===== config.mk =====
export PLATFORM = sky130hd
export DESIGN_NAME = sdf_shade
export DESIGN_NICKNAME = d
export VERILOG_FILES = /design/src/rtl/sdf_pkg.sv /design/src/rtl/sdf_shade.sv
export SDC_FILE = /design/constraint.sdc
export NUM_CORES = 1
export LEC_CHECK = 0
export BUFFER_PORTS_ARGS = -buffer_cell sky130_fd_sc_hd__clkbuf_2
export CAP_MARGIN = 20
export CORE_MARGIN = 5
export CORE_UTILIZATION = 61
export DETAILED_ROUTE_END_ITERATION = 7
export PLACE_DENSITY_LB_ADDON = 0.1
export SLEW_MARGIN = 15
export SYNTH_ARGS = -nofsm -noshare
export SYNTH_HDL_FRONTEND = slang
export SYNTH_SLANG_ARGS = --single-unit

===== constraint.sdc =====
create_clock -name clk -period 7.65 [get_ports clk]
set_input_delay 0 -clock clk [delete_from_list [all_inputs] [get_ports clk]]
set_output_delay 0 -clock clk [all_outputs]
set_load 0.005 [all_outputs]

===== src/rtl/sdf_pkg.sv =====
`timescale 1ns / 1ps
// ----------------------------------------------------------------------------
// sdf_pkg
// Shared types and constants of the shaded disc frame store.
// ----------------------------------------------------------------------------
package sdf_pkg;

  localparam int CFG_W    = 7;
  localparam int POS_W    = 12;
  localparam int RAD_W    = 6;
  localparam int COLOR_W  = 32;
  localparam int DATA_W   = 64;
  localparam int OFS_W    = 8;
  localparam int D2_W     = 12;
  localparam int NUM_W    = 36;
  localparam int ROOT_W   = 18;
  localparam int REM_W    = 20;
  localparam int Q_W      = 13;
  localparam int SHADE_W  = 13;
  localparam int CALC_W   = 14;

  localparam logic [CFG_W-1:0]   FRAME_RESET = 7'd64;
  localparam logic [4:0]         STEP_LAST   = 5'd17;
  localparam logic [SHADE_W-1:0] SHADE_ONE   = 13'd4096;
  localparam logic [10:0]        SHADE_K     = 11'd1229;

  localparam logic [1:0] OP_CLEAR = 2'd0;
  localparam logic [1:0] OP_DRAW  = 2'd1;
  localparam logic [1:0] OP_READ  = 2'd2;

  localparam logic CFG_FRAME_WIDTH  = 1'b0;
  localparam logic CFG_FRAME_HEIGHT = 1'b1;

  typedef enum logic [4:0] {
    SH_IDLE = 5'b00001,
    SH_SQRT = 5'b00010,
    SH_DIV  = 5'b00100,
    SH_SCL  = 5'b01000,
    SH_MIX  = 5'b10000
  } shade_state_t;

  typedef enum logic [5:0] {
    ST_IDLE  = 6'b000001,
    ST_CLEAR = 6'b000010,
    ST_SCAN  = 6'b000100,
    ST_SHADE = 6'b001000,
    ST_READ  = 6'b010000,
    ST_RDATA = 6'b100000
  } ctrl_state_t;

  typedef struct packed {
    logic                    start;
    logic [D2_W-1:0]         d2;
    logic [RAD_W-1:0]        radius;
    logic [23:0]             color;
  } shade_req_t;

  typedef struct packed {
    logic                    done;
    logic [COLOR_W-1:0]      pixel;
  } shade_rsp_t;

endpackage


===== src/rtl/sdf_shade.sv =====
`timescale 1ns / 1ps
// ----------------------------------------------------------------------------
// sdf_shade
// Per-pixel shading unit: bit-serial square root, bit-serial divide by the
// radius, then the falloff multiply and the three channel scales.
// ----------------------------------------------------------------------------
module sdf_shade (
  input  logic                clk,
  input  logic                rst_n,
  input  sdf_pkg::shade_req_t req,
  output sdf_pkg::shade_rsp_t rsp
);
  import sdf_pkg::*;

  shade_state_t          st_r, st_nxt;
  logic [4:0]            cnt_r, cnt_nxt;
  logic [NUM_W-1:0]      num_r, num_nxt;
  logic [REM_W-1:0]      rem_r, rem_nxt;
  logic [ROOT_W-1:0]     root_r, root_nxt;
  logic [RAD_W-1:0]      drem_r, drem_nxt;
  logic [RAD_W-1:0]      rad_r;
  logic [23:0]           col_r;
  logic [SHADE_W-1:0]    shade_r, shade_nxt;
  logic [COLOR_W-1:0]    pix_r, pix_nxt;
  logic                  done_r, done_nxt;

  logic [REM_W+1:0]      rem_sh, trial;
  logic [RAD_W:0]        dtrial;
  logic [23:0]           kprod;
  logic [20:0]           pr, pg, pb;

  always_comb begin
    rem_sh    = {rem_r, num_r[NUM_W-1 -: 2]};
    trial     = {2'b00, root_r, 2'b01};
    dtrial    = {drem_r, root_r[ROOT_W-1]};
    kprod     = 24'(root_r[Q_W-1:0] * SHADE_K);
    pr        = 21'(col_r[23:16] * shade_r);
    pg        = 21'(col_r[15:8] * shade_r);
    pb        = 21'(col_r[7:0] * shade_r);

    st_nxt    = st_r;
    cnt_nxt   = cnt_r;
    num_nxt   = num_r;
    rem_nxt   = rem_r;
    root_nxt  = root_r;
    drem_nxt  = drem_r;
    shade_nxt = shade_r;
    pix_nxt   = pix_r;
    done_nxt  = 1'b0;

    unique case (st_r)
      SH_IDLE: begin
        if (req.start) begin
          num_nxt  = {req.d2, 24'd0};
          rem_nxt  = '0;
          root_nxt = '0;
          cnt_nxt  = '0;
          st_nxt   = SH_SQRT;
        end
      end
      SH_SQRT: begin
        num_nxt = {num_r[NUM_W-3:0], 2'b00};
        if (rem_sh >= trial) begin
          rem_nxt  = REM_W'(rem_sh - trial);
          root_nxt = {root_r[ROOT_W-2:0], 1'b1};
        end else begin
          rem_nxt  = REM_W'(rem_sh);
          root_nxt = {root_r[ROOT_W-2:0], 1'b0};
        end
        cnt_nxt = cnt_r + 5'd1;
        if (cnt_r == STEP_LAST) begin
          cnt_nxt  = '0;
          drem_nxt = '0;
          st_nxt   = SH_DIV;
        end
      end
      SH_DIV: begin
        if (dtrial >= {1'b0, rad_r}) begin
          drem_nxt = RAD_W'(dtrial - {1'b0, rad_r});
          root_nxt = {root_r[ROOT_W-2:0], 1'b1};
        end else begin
          drem_nxt = dtrial[RAD_W-1:0];
          root_nxt = {root_r[ROOT_W-2:0], 1'b0};
        end
        cnt_nxt = cnt_r + 5'd1;
        if (cnt_r == STEP_LAST) begin
          if (rad_r == '0) begin
            root_nxt = '0;
          end
          st_nxt = SH_SCL;
        end
      end
      SH_SCL: begin
        shade_nxt = SHADE_ONE - SHADE_W'(kprod >> 12);
        st_nxt    = SH_MIX;
      end
      SH_MIX: begin
        pix_nxt  = {8'd0, pr[19:12], pg[19:12], pb[19:12]};
        done_nxt = 1'b1;
        st_nxt   = SH_IDLE;
      end
      default: st_nxt = SH_IDLE;
    endcase
  end

  always_ff @(posedge clk) begin
    if (!rst_n) begin
      st_r   <= SH_IDLE;
      cnt_r  <= '0;
      done_r <= 1'b0;
    end else begin
      st_r   <= st_nxt;
      cnt_r  <= cnt_nxt;
      done_r <= done_nxt;
    end
    num_r   <= num_nxt;
    rem_r   <= rem_nxt;
    root_r  <= root_nxt;
    drem_r  <= drem_nxt;
    shade_r <= shade_nxt;
    pix_r   <= pix_nxt;
    if (st_r == SH_IDLE && req.start) begin
      rad_r <= req.radius;
      col_r <= req.color;
    end
  end

  assign rsp.done  = done_r;
  assign rsp.pixel = pix_r;

endmodule


After elaboration in Yosys (flattened, before gate mapping)
Index checks and enable logic that the tools add are counted.

Flip-flop bits (word level): 158. Bits of input ports: 45. Word-level logic and storage cells: 61.

Add/sub/neg operators: 4. $mul: 4. Order comparisons: 2. Equality and inequality tests: 9. Muxes and demuxes: 22. Reduce and logical (&&, ||, !) cells: 9.

Operator list (count): $pmux 36 s2 (1); $mul 8x13->20 (3); $mux 18 (3); $pmux 18 s3 (1); $mux 20 (2); $pmux 20 s2 (1); $mux 36 (1); $mux 5 (5); $mul 13x11->24 const B (1); $ge 22x20->1 (1); $pmux 5 s4 (1); $sub 20x20->20 (1); $pmux 5 s3 (1); $sub 13x12->13 const A (1); $mux 6 (2); $pmux 6 s2 (1); $eq 5x5->1 const B (2); $ge 7x6->1 (1); $logic_not 6->1 (1); $ne 2x2->1 const B (3); $reduce_and 2->1 (3); $sub 6x6->6 (1); $add 5x1->5 const B (1); $eq 5x1->1 const B (1); other kinds (8) (11).

Longest topological paths before layout
Depth after elaboration: 5. Depth in mapped cells: 21. Depth with buffers taken out: 21.

Least setup slack after synthesis
No wires, ideal clock.

Kind: reg2reg. Start: register root_r[10]. End: register shade_r[11] (data pin). Setup time: 0.259 ns. Arrival: 5.169 ns. Setup slack: 2.223 ns. Cell stages (with the launch flop): 20. Path buffers: 0. Path through: edfxtp_1 > ha_1 > inv_1 > fa_1 > inv_1 > fa_1 > fa_1 > inv_1 > fa_1 > inv_1 > ha_1 > a21oi_1 > o21ai_1 > a22o_1 > a311oi_2 > mux2i_1 > nand3b_4 > o41ai_1 > o221ai_2 > xnor2_1.

Cells in the longest elaborated chain, start to end: 2.

Ends and longest elaborated chain: start, declared (line sdf_shade.sv:19) `logic [ROOT_W-1:0] root_r, root_nxt;`; start signal, assigned (line sdf_shade.sv:118) `root_r <= root_nxt;`; $mul 13x11->24 (line sdf_shade.sv:36) `kprod = 24'(root_r[Q_W-1:0] * SHADE_K);`; $sub 13x12->13 (line sdf_shade.sv:94) `shade_nxt = SHADE_ONE - SHADE_W'(kprod >> 12);`; end signal, assigned (line sdf_shade.sv:120) `shade_r <= shade_nxt;`; end, declared (line sdf_shade.sv:23) `logic [SHADE_W-1:0] shade_r, shade_nxt;`.

No other way between the ends. A chain may end at the register's enable or synchronous reset.

Worst setup path in the final report
Start: register shade_r[2]. End: register pix_r[6] (data pin).

Cells in the longest elaborated chain, start to end: 1.

Ends and longest elaborated chain: $mul 8x13->20 (line sdf_shade.sv:39) `pb = 21'(col_r[7:0] * shade_r);`; named net pb[18] (line sdf_shade.sv:30) `logic [20:0] pr, pg, pb;`; end signal, assigned (line sdf_shade.sv:121) `pix_r <= pix_nxt;`; end, declared (line sdf_shade.sv:24) `logic [COLOR_W-1:0] pix_r, pix_nxt;`.

The timed path passes the listed nets, and every way through them passes these cells.

==> results.md <==
- Run status: finished clean
- Maximum root-to-sink buffer count: 2
- Num CTS Buffers: 17
- Chip height: 179 microns
- CP delay by family, top: adder cells
- Yosys reg bits: 134
- Crit Path Max Fanout: 24
- Vias per inst: 5.44
- Cells after Synth: 1802
- RSZ-0062 raised after global routing: false
- Synth warn: 0
- Hold depth: 2
- Worst skew pair latency: 0.44 ns
- Port Buffers: 69
- Largest cells by area after synthesis: fa_1, edfxtp_1, ha_1
- Area grow syn2layout: 9.23%
- Die width: 179 microns
- Minimum clock period: 5.80 ns
- Worst min path class: in2reg
- Worst-path clk slew: 0.07 ns
- Layout Nets: 2362
- Initial antenna violation count: 0
- Detailed placer's ending HPWL: 26800 microns
- Tcrit/Tclk final: 0.758
- Grt total ovfl: 0
- Largest family of logic cells by synthesized area: adder cells
- Synth Area in XOR/XNOR: 0.0370
- Clock power share: 0.161
- Layout cells sized above 1: 0.0721
- Worst Path Required: 7.84 ns
- Proportion of synthesized area in mux cells: 0.00810
- Final Hold Fails: 0
- EDFF count, synth: 123
- Placed cell area: 18100 sq um
- Synth Area in Compound Gates: 0.0705
- TNS Setup: 0 ns
- GP Congestion: 0.859
- RR Startpoint: shade_r[2]$_DFFE_PP_
- Slew Limit Fails: 0
- Psw: 0.00230 W
- CTS Root Cell: clkbuf_16
- Initial core utilization: 0.613
- DR WL/cell: 15.9 microns
- Clk sink count: 134
- Cell taking the most area after synthesis: fa_1
- Via count: 12400
- Hold endpoint: col_r[4]$_DFFE_PP_
- Post-Synth Adder-Cell Area: 0.415
- I/O pins: 78
- Gates resized, CTS repair: 0
- Routed Antenna Nets: 0
- Max-Cap Viols: 0
- DRT iter0 DRCs: 521
- Internal power: 0.00290 W
- Post-synthesis sequential area ratio: 0.224
- Reg2Reg Setup Slack: 1.85 ns
- Design Area, Final: 19100 sq um
- Sw Ratio: 0.443
- Gate power share: 0.636
- Setup crit end kind: register
- Worst Path Buf+Inv: 1
- FMAX: 0.173 GHz
- Post-synth cell types: 76
- DRT Pass-1 Iters: 5
- Residual DRC count: 0
- Slowest Stage Delay on Critical Path: 0.89 ns
- Rows: 62
- Startpoint types: register
- Simple-gate area share of the yosys netlist: 0.158
- Arrival @ worst endpoint: 5.98 ns
- Static Leakage: 9.25 nW
- Relative max-transition margin: 0.339
- Vias in the first global route: 13400
- CTS H-Tree Depth: 4
- Asr flop ratio synth: 0
- First-pass GRT wire length: 63200 microns
- Pwr dens: 273 nW/um^2
- Worst flop-to-flop path endpoint: pix_r[6]$_DFFE_PP_
- CP dominant cell by count: fa_1
- Critical path's slowest cell: edfxtp_1
- R2R depth: 16
- Die area: 32100 sq um
- Crit-path cells: nand2_1, fa_1, inv_1, fa_1, fa_1, fa_1, ha_1, a21o_1, a21o_1, nor3_1, o21ai_0, a2111oi_0, nor3_1, o31a_1, nor2_1, xnor2_1
- Post-Syn Area: 17500 sq um
- Setup Viol. Count Final: 0
- CTS tree: yes
- Top_reg_cell synth: edfxtp_1
- Worst VDD drop: 0.269 mV
- Tightest Pin Transition: 0.991 ns
- Antenna fix cells: 0
- Final wirelength: 36100 microns
- Largest net degree at the start of global routing: 35
- Worst Path Class, Setup: reg2reg
- Hold_sp: req[4]
- Total track usage: 0.244
- Avg Inst Size Synth: 9.69 sq um
- Yosys top cell area share: 0.261
- Clock skew: 0.0124 ns
- Core area: 28500 sq um
- Sequential share of power: 0.203
[sequential cells by signal, summed over array words and instances (netlist names)]
register,flops
drem_r,6
pix_r,24
rem_r,20
done_r,1
st_r,5
num_r,12
shade_r,13
root_r,18
col_r,24
rad_r,6
cnt_r,5
[routing by layer]
| metal | track usage | up-vias | wire, microns |
|---|---|---|---|
| li1 | - | 5890 | - |
| met1 | 0.311 | 6186 | 15700 |
| met5 | 0 | - | 0 |
| met4 | 0.0635 | 0 | 675 |
| met2 | 0.439 | 227 | 18700 |
| met3 | 0.0340 | 51 | 1150 |
[power by group through the flow]
stage | combinational [W] | sequential, W | clock, W
after floorplan | 0.00261 | 0.00103 | 0
after global placement | 0.00320 | 0.00107 | 0
after detailed placement | 0.00328 | 0.00107 | 0
after CTS | 0.00334 | 0.00106 | 0.000853
after global routing | 0.00381 | 0.00106 | 0.000882
final | 0.00331 | 0.00106 | 0.000835
[worst max path at each step]
stage / start / endpoint / slack, ns / depth (start not counted)
2_1_floorplan: root_r[10]$_DFFE_PP_ / shade_r[11]$_DFFE_PP_ / 2.22 / 19
3_3_place_gp: root_r[10]$_DFFE_PP_ / shade_r[11]$_DFFE_PP_ / 1.99 / 19
3_5_place_dp: root_r[10]$_DFFE_PP_ / shade_r[11]$_DFFE_PP_ / 1.89 / 19
4_1_cts: shade_r[2]$_DFFE_PP_ / pix_r[6]$_DFFE_PP_ / 1.87 / 16
5_1_grt: shade_r[2]$_DFFE_PP_ / pix_r[6]$_DFFE_PP_ / 1.50 / 16
6_report: shade_r[2]$_DFFE_PP_ / pix_r[6]$_DFFE_PP_ / 1.85 / 16
[metrics by stage]
step / hold slack [ns] / setup slack [ns] / power [W] / cells / utilization
2_1_floorplan: 0.0989 / 2.22 / 0.00364 / 1809 / -
3_3_place_gp: 0.177 / 1.99 / 0.00427 / 2195 / 0.635
3_5_place_dp: 0.179 / 1.89 / 0.00435 / 2195 / 0.635
4_1_cts: 0.252 / 1.87 / 0.00525 / 2271 / 0.670
5_1_grt: 0.264 / 1.50 / 0.00576 / 2271 / 0.670
6_report: 0.272 / 1.85 / 0.00520 / 2271 / 0.670
[placed cells by master, fill, tap and decap left out, types with 8 or more instances in the layout]
master,count
buf_4,9
or2_2,8
xnor2_1,56
and2_1,152
xor2_1,16
or3_1,9
clkbuf_16,17
mux2i_1,13
inv_1,319
and3_1,10
fa_1,228
dfxtp_1,11
nand2_1,224
a21oi_1,43
nor2_1,87
edfxtp_1,123
dlygate4sd3_1,44
conb_1,8
clkbuf_2,69
nand2b_1,9
nand3_1,17
a211oi_1,10
a21o_1,16
nor3_1,18
ha_1,215
o21ai_0,33
[repair_timing]
action,4_1_cts,5_1_grt
hold buffers,44,0
setup buffers,0,0
hold endpoints to repair,49,0
[worst register-to-register path, cell delays in order (launching register included)]
cell	delay [ns]
edfxtp_1	0.89
nand2_1	0.19
fa_1	0.58
inv_1	0.06
fa_1	0.52
fa_1	0.52
fa_1	0.49
ha_1	0.32
a21o_1	0.16
a21o_1	0.18
nor3_1	0.12
o21ai_0	0.12
a2111oi_0	0.65
nor3_1	0.20
o31a_1	0.33
nor2_1	0.13
xnor2_1	0.09
[final cells by class]
cell class	instances	area, sq um
clock buffers	17	425
clock inverters	15	141
fillers	2276	9390
inverters	319	1200
multi-input cells	1280	12100
flip-flops and latches	134	3910
well taps	384	480
repair buffers	122	853
[synthesized netlist by cell type (16+ instances only)]
cell type    n
xnor2_1     56
inv_1      319
clkbuf_1    65
o21ai_0     33
fa_1       228
nand2_1    224
nand3_1     17
a21oi_1     43
ha_1       215
and2_1     152
nor3_1      19
xor2_1      16
a21o_1      16
nor2_1      88
edfxtp_1   123
[cells by family (layout without fill, tap and decap cells)]
logic type / Yosys count / in the layout
compound gates: 177 / 177
xor+xnor: 73 / 73
fa+ha+maj: 443 / 443
buf+inv: 395 / 473
flops: 134 / 134
mux: 14 / 14
other cells: 1 / 8
simple gates: 565 / 565
No activity file was read; power rests on OpenSTA's default activity.
